<file path="src/rtl/txts_pkg.sv">
// txts_pkg: shared types and constants of the transmit timestamp history ring.
// Used by txts_ctl, txts_dp and the top level; depends on nothing else.
package txts_pkg;

  localparam int SEQ_W       = 16;
  localparam int STAMP_W     = 40;
  localparam int CNT_W       = 5;
  localparam int ENTRY_W     = STAMP_W + SEQ_W;
  localparam int MAX_RESULTS = 16;

  typedef enum logic [1:0] {
    KIND_PUSH   = 2'd0,
    KIND_CLEAR  = 2'd1,
    KIND_FIND   = 2'd2,
    KIND_LATEST = 2'd3
  } kind_t;

  typedef enum logic [2:0] {
    ST_IDLE,
    ST_DECODE,
    ST_F_SCAN,
    ST_F_DRAIN,
    ST_F_EMIT,
    ST_L_RD,
    ST_L_EMIT
  } state_t;

  // controller -> datapath
  typedef struct packed {
    logic load;        // capture the input transaction
    logic push;        // advance index, write pair
    logic clear;       // drop all entries, index to zero
    logic scan_start;  // reset scan position and hit
    logic scan_step;   // read next entry in search order
    logic lat_start;   // newest-first pointer to write index
    logic lat_read;    // read entry at newest-first pointer
    logic lat_emit;    // load result from read entry, step pointer
    logic emit_find;   // load result from search hit
  } cmd_t;

  // datapath -> controller
  typedef struct packed {
    kind_t kind;
    logic  n_zero;     // latest-n count is zero
    logic  rem_last;   // one latest-n result left
    logic  scan_last;  // this step reads the final entry
    logic  out_free;   // output register can take a result
  } sts_t;

endpackage

</file>
<file path="src/rtl/tx_timestamp_history_ring_top.sv">
// tx_timestamp_history_ring_top: ring of transmitted (timestamp, sequence) pairs
// with sequence search and newest-first readout. Uses txts_pkg, txts_ctl, txts_dp.
//
// Usage:
//   Input channel (in_*): one transaction per command. in_tuser selects the kind:
//   push pair, clear store, find by sequence, read latest n. Push and clear give
//   no result. Find gives exactly one result (tlast set). Latest-n gives up to
//   min(DEPTH,16) results, newest first, tlast on the final one; a count of zero
//   gives none.
//   Output channel (out_*): tdata holds the stamp and sequence of the entry,
//   tuser[0] is the found flag (stamp nonzero).
// Timing (one command in flight at a time; the FSM walks the memory read port):
//   push / clear : accept, decode with the write or clear, then back to idle.
//   find         : decode, then one entry read per cycle through the single
//                  registered read port, search order fixed by the write index, then emit.
//   latest-n     : decode, then per result a read and a load of the output register.
// Reset (synchronous, rst_n low) empties the ring at once through per-entry valid
// bits, zeroes the write index and drops any pending result; no clearing pass.
// Backpressure: a result sits in the output register until out_tready; the block
// keeps accepting commands, and a later result waits until the register frees.
module tx_timestamp_history_ring_top import txts_pkg::*; #(
  parameter int DEPTH = 16
) (
  input  logic        clk,
  input  logic        rst_n,
  input  logic        in_tvalid,
  output logic        in_tready,
  input  logic [63:0] in_tdata,   // [15:0] seq_number, [55:16] stamp, [60:56] count
  input  logic [1:0]  in_tuser,   // [1:0] kind
  output logic        out_tvalid,
  input  logic        out_tready,
  output logic [55:0] out_tdata,  // [39:0] out_stamp, [55:40] out_seq
  output logic [0:0]  out_tuser,  // [0] found
  output logic        out_tlast
);

  cmd_t               cmd;
  sts_t               sts;
  logic [STAMP_W-1:0] res_stamp;
  logic [SEQ_W-1:0]   res_seq;
  logic               res_found;

  txts_ctl u_ctl (
    .clk       (clk),
    .rst_n     (rst_n),
    .in_tvalid (in_tvalid),
    .in_tready (in_tready),
    .sts       (sts),
    .cmd       (cmd)
  );

  txts_dp #(
    .DEPTH (DEPTH)
  ) u_dp (
    .clk        (clk),
    .rst_n      (rst_n),
    .cmd        (cmd),
    .sts        (sts),
    .in_kind    (in_tuser),
    .in_seq     (in_tdata[15:0]),
    .in_stamp   (in_tdata[55:16]),
    .in_count   (in_tdata[60:56]),
    .out_tready (out_tready),
    .out_tvalid (out_tvalid),
    .out_stamp  (res_stamp),
    .out_seq    (res_seq),
    .out_found  (res_found),
    .out_last   (out_tlast)
  );

  assign out_tdata    = {res_seq, res_stamp};
  assign out_tuser[0] = res_found;

endmodule

</file>
<file path="src/rtl/txts_ctl.sv">
// txts_ctl: sequencing state machine for push, clear, find and latest-n.
// Depends on txts_pkg; drives cmd_t into txts_dp and reads sts_t back.
module txts_ctl import txts_pkg::*; (
  input  logic clk,
  input  logic rst_n,
  input  logic in_tvalid,
  output logic in_tready,
  input  sts_t sts,
  output cmd_t cmd
);

  state_t state_r, state_nxt;

  always_ff @(posedge clk) begin
    if (!rst_n) begin
      state_r <= ST_IDLE;
    end else begin
      state_r <= state_nxt;
    end
  end

  always_comb begin
    state_nxt = state_r;
    case (state_r)
      ST_IDLE: begin
        if (in_tvalid) begin
          state_nxt = ST_DECODE;
        end
      end
      ST_DECODE: begin
        case (sts.kind)
          KIND_FIND:   state_nxt = ST_F_SCAN;
          KIND_LATEST: state_nxt = sts.n_zero ? ST_IDLE : ST_L_RD;
          default:     state_nxt = ST_IDLE;
        endcase
      end
      ST_F_SCAN: begin
        if (sts.scan_last) begin
          state_nxt = ST_F_DRAIN;
        end
      end
      ST_F_DRAIN: state_nxt = ST_F_EMIT;
      ST_F_EMIT: begin
        if (sts.out_free) begin
          state_nxt = ST_IDLE;
        end
      end
      ST_L_RD: state_nxt = ST_L_EMIT;
      ST_L_EMIT: begin
        if (sts.out_free) begin
          state_nxt = sts.rem_last ? ST_IDLE : ST_L_RD;
        end
      end
      default: state_nxt = ST_IDLE;
    endcase
  end

  always_comb begin
    cmd       = '0;
    in_tready = 1'b0;
    case (state_r)
      ST_IDLE: begin
        in_tready = 1'b1;
        cmd.load  = in_tvalid;
      end
      ST_DECODE: begin
        case (sts.kind)
          KIND_PUSH:   cmd.push       = 1'b1;
          KIND_CLEAR:  cmd.clear      = 1'b1;
          KIND_FIND:   cmd.scan_start = 1'b1;
          KIND_LATEST: cmd.lat_start  = 1'b1;
          default:     cmd.push       = 1'b0;
        endcase
      end
      ST_F_SCAN:  cmd.scan_step = 1'b1;
      ST_F_DRAIN: cmd.scan_step = 1'b0;
      ST_F_EMIT:  cmd.emit_find = sts.out_free;
      ST_L_RD:    cmd.lat_read  = 1'b1;
      ST_L_EMIT:  cmd.lat_emit  = sts.out_free;
      default:    cmd           = '0;
    endcase
  end

endmodule

</file>
<file path="src/rtl/txts_dp.sv">
// txts_dp: history memory, entry valid bits, write index, search and output register.
// Depends on txts_pkg; commanded by txts_ctl.
module txts_dp import txts_pkg::*; #(
  parameter int DEPTH = 16
) (
  input  logic               clk,
  input  logic               rst_n,
  input  cmd_t               cmd,
  output sts_t               sts,
  input  logic [1:0]         in_kind,
  input  logic [SEQ_W-1:0]   in_seq,
  input  logic [STAMP_W-1:0] in_stamp,
  input  logic [CNT_W-1:0]   in_count,
  input  logic               out_tready,
  output logic               out_tvalid,
  output logic [STAMP_W-1:0] out_stamp,
  output logic [SEQ_W-1:0]   out_seq,
  output logic               out_found,
  output logic               out_last
);

  localparam int AW    = (DEPTH > 1) ? $clog2(DEPTH) : 1;
  localparam int LIMIT = (DEPTH < MAX_RESULTS) ? DEPTH : MAX_RESULTS;
  localparam logic [AW-1:0]    LAST_ADDR = AW'(DEPTH - 1);
  localparam logic [CNT_W-1:0] LIMIT_CNT = CNT_W'(LIMIT);

  logic [ENTRY_W-1:0] mem [DEPTH];
  logic [DEPTH-1:0]   vld_r;
  logic [AW-1:0]      wi_r;

  kind_t              kind_r;
  logic [SEQ_W-1:0]   key_r;
  logic [STAMP_W-1:0] stamp_r;
  logic [CNT_W-1:0]   n_r;

  logic [AW-1:0]      p_r;
  logic [AW-1:0]      la_r;
  logic [ENTRY_W-1:0] rd_data_r;
  logic               rd_ok_r;
  logic               rd_dn_r;
  logic               srch_v_r;

  logic [STAMP_W-1:0] hit_stamp_r;
  logic [SEQ_W-1:0]   hit_seq_r;
  logic               dn_found_r;
  logic               up_found_r;

  logic               out_v_r;
  logic [STAMP_W-1:0] out_stamp_r;
  logic [SEQ_W-1:0]   out_seq_r;
  logic               out_found_r;
  logic               out_last_r;

  logic [AW-1:0]      wi_inc;
  logic               scan_dn;
  logic [AW-1:0]      scan_addr;
  logic [AW-1:0]      rd_addr;
  logic               rd_en;
  logic [STAMP_W-1:0] e_stamp;
  logic [SEQ_W-1:0]   e_seq;
  logic               out_free;
  logic [CNT_W-1:0]   n_sat;

  assign wi_inc    = (wi_r == LAST_ADDR) ? '0 : wi_r + 1'b1;
  // search order: index down to 0, then index+1 up to the end
  assign scan_dn   = (p_r <= wi_r);
  assign scan_addr = scan_dn ? (wi_r - p_r) : p_r;
  assign rd_addr   = cmd.scan_step ? scan_addr : la_r;
  assign rd_en     = cmd.scan_step | cmd.lat_read;
  // never-written entries read as zero
  assign e_stamp   = rd_ok_r ? rd_data_r[ENTRY_W-1:SEQ_W] : '0;
  assign e_seq     = rd_ok_r ? rd_data_r[SEQ_W-1:0] : '0;
  assign out_free  = !out_v_r || out_tready;
  assign n_sat     = (in_count > LIMIT_CNT) ? LIMIT_CNT : in_count;

  // memory: one write port, one registered read port
  always_ff @(posedge clk) begin
    if (cmd.push) begin
      mem[wi_inc] <= {stamp_r, key_r};
    end
    if (rd_en) begin
      rd_data_r <= mem[rd_addr];
      rd_ok_r   <= vld_r[rd_addr];
      rd_dn_r   <= scan_dn;
    end
  end

  always_ff @(posedge clk) begin
    if (!rst_n) begin
      vld_r    <= '0;
      wi_r     <= '0;
      srch_v_r <= 1'b0;
      out_v_r  <= 1'b0;
    end else begin
      if (cmd.clear) begin
        vld_r <= '0;
        wi_r  <= '0;
      end else if (cmd.push) begin
        vld_r[wi_inc] <= 1'b1;
        wi_r          <= wi_inc;
      end
      srch_v_r <= cmd.scan_step;
      if (cmd.emit_find || cmd.lat_emit) begin
        out_v_r <= 1'b1;
      end else if (out_tready) begin
        out_v_r <= 1'b0;
      end
    end
  end

  always_ff @(posedge clk) begin
    if (cmd.load) begin
      kind_r  <= kind_t'(in_kind);
      key_r   <= in_seq;
      stamp_r <= in_stamp;
      n_r     <= n_sat;
    end else if (cmd.lat_emit) begin
      n_r <= n_r - 1'b1;
    end

    if (cmd.scan_start) begin
      p_r <= '0;
    end else if (cmd.scan_step) begin
      p_r <= p_r + 1'b1;
    end

    if (cmd.lat_start) begin
      la_r <= wi_r;
    end else if (cmd.lat_emit) begin
      la_r <= (la_r == '0) ? LAST_ADDR : la_r - 1'b1;
    end

    // down pass keeps its first match; up pass replaces it only when
    // the held hit has a zero stamp
    if (cmd.scan_start) begin
      hit_stamp_r <= '0;
      hit_seq_r   <= '0;
      dn_found_r  <= 1'b0;
      up_found_r  <= 1'b0;
    end else if (srch_v_r && e_seq == key_r) begin
      if (rd_dn_r) begin
        if (!dn_found_r) begin
          hit_stamp_r <= e_stamp;
          hit_seq_r   <= e_seq;
          dn_found_r  <= 1'b1;
        end
      end else if (!up_found_r && hit_stamp_r == '0) begin
        hit_stamp_r <= e_stamp;
        hit_seq_r   <= e_seq;
        up_found_r  <= 1'b1;
      end
    end

    if (cmd.emit_find) begin
      out_stamp_r <= hit_stamp_r;
      out_seq_r   <= hit_seq_r;
      out_found_r <= (hit_stamp_r != '0);
      out_last_r  <= 1'b1;
    end else if (cmd.lat_emit) begin
      out_stamp_r <= e_stamp;
      out_seq_r   <= e_seq;
      out_found_r <= (e_stamp != '0);
      out_last_r  <= (n_r == CNT_W'(1));
    end
  end

  always_comb begin
    sts.kind      = kind_r;
    sts.n_zero    = (n_r == '0);
    sts.rem_last  = (n_r == CNT_W'(1));
    sts.scan_last = (p_r == LAST_ADDR);
    sts.out_free  = out_free;
  end

  assign out_tvalid = out_v_r;
  assign out_stamp  = out_stamp_r;
  assign out_seq    = out_seq_r;
  assign out_found  = out_found_r;
  assign out_last   = out_last_r;

endmodule

</file>
<file path="config.mk">
export PLATFORM = sky130hd
export DESIGN_NAME = tx_timestamp_history_ring_top
export DESIGN_NICKNAME = d
export VERILOG_FILES = /design/src/rtl/txts_pkg.sv /design/src/rtl/tx_timestamp_history_ring_top.sv /design/src/rtl/txts_ctl.sv /design/src/rtl/txts_dp.sv
export SDC_FILE = /design/constraint.sdc
export NUM_CORES = 1
export LEC_CHECK = 0
export BUFFER_PORTS_ARGS = -buffer_cell sky130_fd_sc_hd__buf_2
export CORE_MARGIN = 2
export CORE_UTILIZATION = 55
export CTS_BUF_LIST = sky130_fd_sc_hd__clkbuf_2
export CTS_CLUSTER_DIAMETER = 120
export DETAILED_ROUTE_END_ITERATION = 8
export HOLD_SLACK_MARGIN = 0.03
export PLACE_DENSITY_LB_ADDON = 0.2
export SYNTH_ARGS = -nofsm -noshare
export SYNTH_HDL_FRONTEND = slang
export SYNTH_HIERARCHICAL = 1
export SYNTH_SLANG_ARGS = --single-unit
</file>
<file path="constraint.sdc">
create_clock -name clk -period 6 [get_ports clk]
set_clock_uncertainty 0.15 [all_clocks]
set_input_delay 0.6 -clock clk [delete_from_list [all_inputs] [get_ports clk]]
set_output_delay 0.6 -clock clk [all_outputs]
set_load 0.02 [all_outputs]
</file>
== Word level (Yosys, flattened, before mapping) ==
Memories as Yosys holds them, arrays and structs flattened. A register that Yosys moved wholly into a read port is not among the register bits.
Index checks and enable logic that the tools add are counted.

* Mux-type cells: 51
* $add $sub $neg: 5
* Reduce and logical (&&, ||, !) cells: 24
* Bitwise operators: 4
* Equal/unequal tests: 18
* Magnitude comparators: 5

{| class="wikitable"
|+ Operator list
! operator !! count
|-
| $mux W40 || 6
|-
| $mux W16 || 6
|-
| $reduce_bool A40 Y1 || 2
|-
| $logic_not A40 Y1 || 1
|-
| $mux W4 || 6
|-
| $mux W3 || 7
|-
| $pmux W3 S7 || 1
|-
| $mux W1 || 19
|-
| $eq A16 B16 Y1 || 1
|-
| $or A16 B16 Y16 || 1
|-
| $mux W5 || 3
|-
| $lt A4 B5 Y1 const B || 2
|-
| $reduce_bool A2 Y1 || 5
|-
| $eq A3 B3 Y1 const B || 3
|-
| $add A4 B1 Y4 const B || 2
|-
| $eq A4 B4 Y1 const B || 2
|-
| $eq A3 B2 Y1 const B || 2
|-
| $ne A2 B2 Y1 const B || 3
|-
| $pmux W3 S2 || 1
|-
| $reduce_and A3 Y1 || 2
|-
| $eq A5 B1 Y1 const B || 1
|-
| $gt A5 B5 Y1 const B || 1
|-
| $logic_not A5 Y1 || 1
|-
| $sub A5 B1 Y5 const B || 1
|-
| other kinds (21) || 28
|}

* Memory bits (writable): 896
* Bits in registers: 214
* Memories: 1

{| class="wikitable"
|+ Memories
! memory !! depth !! bits a word !! rd ports !! clocked after memory_dff !! write ports !! line !! source
|-
| u_dp.mem || 16 || 56 || 1 || 1 || 1 || txts_dp.sv:27 || <nowiki>logic [ENTRY_W-1:0] mem [DEPTH];</nowiki>
|}

== Depth between registers and ports, before layout ==
* Depth in word-level cells: 7
* Mapped depth: 14
* Gate-level depth less buffers: 11

== By module ==
Netlist, hierarchy kept.

{| class="wikitable"
|+ Modules (own cells, without submodules)
! module !! instances !! area an instance (um^2) !! cells each !! sequential area each (um^2)
|-
| txts_dp || 1 || 45372.3 || 2960 || 34072.7
|-
| txts_ctl || 1 || 322.8 || 41 || 60.1
|}

== Worst setup path after synthesis ==
Ideal clock, no wire load.

* Path type: in2reg
* Start point: in in_tvalid
* End point: reg u_dp.n_r[0], enable pin
* Buffers on the path: 0
* Slack: 18 ps
* Arrival time: 5513 ps
* Cell stages on the path: 3
* Path through: nand2b_1 nor3_1 or2_2

{| class="wikitable"
|+ RTL lines
! element !! line !! source
|-
| start: declaration || tx_timestamp_history_ring_top.sv:26 || <nowiki>input logic in_tvalid,</nowiki>
|-
| end signal: assignment || txts_dp.sv:116 || <nowiki>n_r <= n_sat;</nowiki>
|-
| end signal: assignment || txts_dp.sv:118 || <nowiki>n_r <= n_r - 1'b1;</nowiki>
|-
| end: declaration || txts_dp.sv:34 || <nowiki>logic [CNT_W-1:0] n_r;</nowiki>
|}

== Worst setup path after layout ==
* Start point: reg u_dp.wi_r[0]
* End point: reg u_dp.rd_data_r[38] (read register of u_dp.mem) (data pin)

* Word-level cells in the longest chain between the ends: 3

{| class="wikitable"
|+ Ends and longest elaborated chain
! element !! line !! source
|-
| start: declaration || txts_dp.sv:29 || <nowiki>logic [AW-1:0] wi_r;</nowiki>
|-
| start signal: assignment || txts_dp.sv:100 || <nowiki>wi_r <= wi_inc;</nowiki>
|-
| $sub A4 B4 Y4 / $le A4 B4 Y1 (equally long branches) || txts_dp.sv:67, txts_dp.sv:66 ||
|-
| $mux W4 * || txts_dp.sv:67 || <nowiki>assign scan_addr = scan_dn ? (wi_r - p_r) : p_r;</nowiki>
|-
| $mux W4 * || txts_dp.sv:68 || <nowiki>assign rd_addr = cmd.scan_step ? scan_addr : la_r;</nowiki>
|-
| end: declaration || txts_dp.sv:38 || <nowiki>logic [ENTRY_W-1:0] rd_data_r;</nowiki>
|}

Mark *: on every way between the ends. The rest lies on a longest branch, timed or not.
A chain may end at the register's enable or synchronous reset.

==> impl_metrics.tcl <==
set metrics [dict create \
    rsz0062_at_grt "no" \
    worstSetupEndpointType "register" \
    cts_buffer_depth 4 \
    die_y_um 292.2 \
    area.growth.synth_to_final_pct 12.64 \
    routed_wl_mm 111.7 \
    cts.clk_slew.worst_paths_ps 110 \
    place_ws_ps 1399 \
    final_common_cell "edfxtp_1" \
    cts_sinks 1166 \
    crit_path_start "u_dp/wi_r[0]$_SDFFE_PP0P_" \
    dr.pass1.iters 6 \
    ys_ff_latch 1166 \
    hold_depth 3 \
    slew_viol_final 0 \
    critical_path_arrival_ps 5600 \
    nets 3518 \
    grt.met2_usage 0.4276 \
    gr-usage-met1 0.3512 \
    yosys.cell_types.count 67 \
    grt-busiest-layer "met2" \
    drv_cap 0 \
    reg2reg_to "u_dp/rd_data_r[38]$_DFFE_PP_" \
    synth.net_count 3087 \
    worstPathMaxFanout 92 \
    grt_max_degree 162 \
    slew_headroom 0.1437 \
    period_share 0.7816 \
    drive_gt1_frac 0.1953 \
    drc 0 \
    num_vias 28040 \
    syn_area_per_cell_sq_um 15.23 \
    wl_per_cell_um 23.72 \
    netlist_area_sq_um 45700 \
    synth_edf_count 1078 \
    cp-endpoint "u_dp/rd_data_r[38]$_DFFE_PP_" \
    max_freq_mhz 213.2 \
    period_minus_slack_ps 4690 \
    place_congestion 0.8261 \
    antenna_found_initial 2 \
    hold_viol 0 \
    p_per_area_nw_per_um2 301.3 \
    finalSetupViolCount 0 \
    setup_ws_ps 1310 \
    viasPerCell 5.954 \
    power_leakage_nw 17.78 \
    drt-initial-drc-count 2650 \
    async_flop_share 0 \
    core_area_sq_um 82110 \
    cp-start-kind "register" \
    root_buffer "clkbuf_2" \
    insertion_delay_ps 1430 \
    overflow 0 \
    yosys_warnings 6 \
    dieArea_sq_um 85400 \
    ff2ff_path_depth 12 \
    grt_usage 0.2631 \
    ir_drop_v 0.0001656 \
    r2r_slack_ps 1310 \
    hp-class "in2reg" \
    met3_usage 0.05759 \
    r2r_start "u_dp/wi_r[0]$_SDFFE_PP0P_" \
    yosysSeqAreaShare 0.7470 \
    worst_pin_slew_ps 1281 \
    initial_core_util 0.5565 \
    port_buffers 126 \
    outcome "finished, final reports clean" \
    nFillCells 5996 \
    cts_buffers 304 \
    mostFrequentLayoutCells "1078 x edfxtp_1, 434 x clkbuf_2, 416 x nand2_1, 232 x mux2i_1, 141 x dlygate4sd3_1" \
    die_x_um 292.2 \
    fin_tns_setup_ps 0 \
    crit_type "reg2reg" \
    rows 105 \
    postCtsSetupBuffers 0 \
    synth-main-ff-cell "edfxtp_1" \
    antenna_left 0 \
    cp_data_required_time_ps 6910 \
    dpl.hpwl_mm 59.11 \
    grt_pass1_wl_mm 165.9 \
    grt_pass1_vias 27750 \
    synth_cells 3001 \
    tritoncts "built" \
    htreeDepth 5 \
    pin_count 130 \
]
==> logic make-up after synthesis <==
group           synth area share
simple gates             0.08778
xor+xnor                0.002683
flops                     0.7470
compound gates           0.08406
fa+ha+maj               0.004545
mux                      0.05131
buf+inv                  0.02264
==> state kept, by name, summed over array words and instances (netlist names), 2 cells and up <==
register	flops
u_dp/hit_stamp_r	40
u_dp/out_stamp	40
u_dp/mem	896
u_dp/p_r	4
u_dp/vld_r	16
u_dp/key_r	16
u_dp/hit_seq_r	16
u_dp/rd_data_r	56
u_dp/n_r	5
u_dp/la_r	4
u_dp/kind_r	2
u_dp/stamp_r	40
u_ctl/state_r	3
u_dp/wi_r	4
u_dp/out_seq	16
==> power by group <==
part	total, mW	switching [mW]	internal (mW)
Sequential	9.22	0.190	9.03
Clock	5.23	3.05	2.18
Combinational	1.06	0.649	0.407
==> layer usage <==
layer	share of wire	wire length [um]	up-vias
met4	0.024	2714	0
met3	0.092	10270	213
met2	0.49	54280	1319
met5	0	0	-
li1	-	-	12630
met1	0.40	44430	13880
==> through the flow <==
step | hold WS [ps] | total power [mW] | instances | util | cell area (sq um)
final | 248.7 | 15.51 | 4709 | 0.6269 | 51470
after global routing | 126.8 | 16.19 | 4708 | 0.6268 | 51470
after CTS | 67.23 | 15.63 | 4706 | 0.6268 | 51460
after detailed placement | 297.1 | 10.37 | 4055 | 0.5776 | 47420
after global placement | 291.6 | 10.32 | 4055 | 0.5776 | 47420
after floorplan | 281.7 | 10.01 | 3001 | - | 45700
==> timing repair <==
action / 4_1_cts / 5_1_grt
hold buffers: 141 / 0
resized for setup: 0 / 0
endpoints found under the hold margin: 166 / 0
==> worst max-delay path, stage by stage (launching register included) <==
cell and delay (ps):
dfxtp_1 410, inv_1 220, ha_1 190, inv_1 80, fa_1 450, a211o_1 350
and4b_4 210, or3_4 710, buf_12 370, and2_0 250, a211oi_1 230, a311oi_1 70
or4_1 560
==> worst min-delay path by stage <==
stage,start,endpoint,slack (ps)
2_1_floorplan,u_dp/vld_r[1]$_SDFFE_PP0P_,u_dp/vld_r[1]$_SDFFE_PP0P_,280
3_3_place_gp,u_dp/hit_seq_r[13]$_SDFFE_PP0P_,u_dp/hit_seq_r[13]$_SDFFE_PP0P_,290
3_5_place_dp,u_dp/hit_seq_r[13]$_SDFFE_PP0P_,u_dp/hit_seq_r[13]$_SDFFE_PP0P_,300
4_1_cts,in_tdata[49],u_dp/stamp_r[33]$_DFFE_PP_,70
5_1_grt,in_tdata[39],u_dp/stamp_r[23]$_DFFE_PP_,130
6_report,in_tdata[19],u_dp/stamp_r[3]$_DFFE_PP_,250
==> final cells by class <==
cell class	count	area, sq um	area share
diodes	3	7.507	0.0001459
clock buffers	434	2172	0.04220
clock inverters	76	456.7	0.008873
inverters	22	82.58	0.001604
multi-input cells	1617	10710	0.2080
flip-flops and latches	1166	34130	0.6631
well taps	1070	1339	0.02601
repair buffers	321	2572	0.04998
==> Yosys cell counts (3+ instances only) <==
library cell	n	area [sq um]
a211oi_2	5	62.56
ha_1	15	187.7
a211o_1	3	26.28
xnor2_1	6	52.55
a21oi_1	72	360.4
mux2i_1	232	2322
nand3_1	12	60.06
a311oi_1	114	998.5
nand3b_1	9	67.56
buf_4	16	120.1
and2_0	75	469.2
edfxtp_1	1078	32370
buf_1	11	41.29
o32ai_1	59	516.8
clkbuf_1	104	390.4
dfxtp_1	88	1762
a211oi_1	112	840.8
buf_6	12	135.1
buf_2	49	245.2
clkbuf_2	4	20.02
o21a_1	3	22.52
or2_2	24	150.1
o22ai_1	64	400.4
xor2_1	8	70.07
and2_1	43	269.0
or2_0	34	212.7
inv_1	22	82.58
nor4_1	23	143.9
nor2b_1	5	31.28
a22oi_1	7	52.55
o21ai_0	68	340.3
nand2b_1	7	43.79
a21o_1	4	30.03
nor2_1	81	304.0
nand4_1	6	37.54
nand2_1	417	1565
nor3_1	14	70.07
or4_1	58	435.4
(Power assumes the default switching activity.)
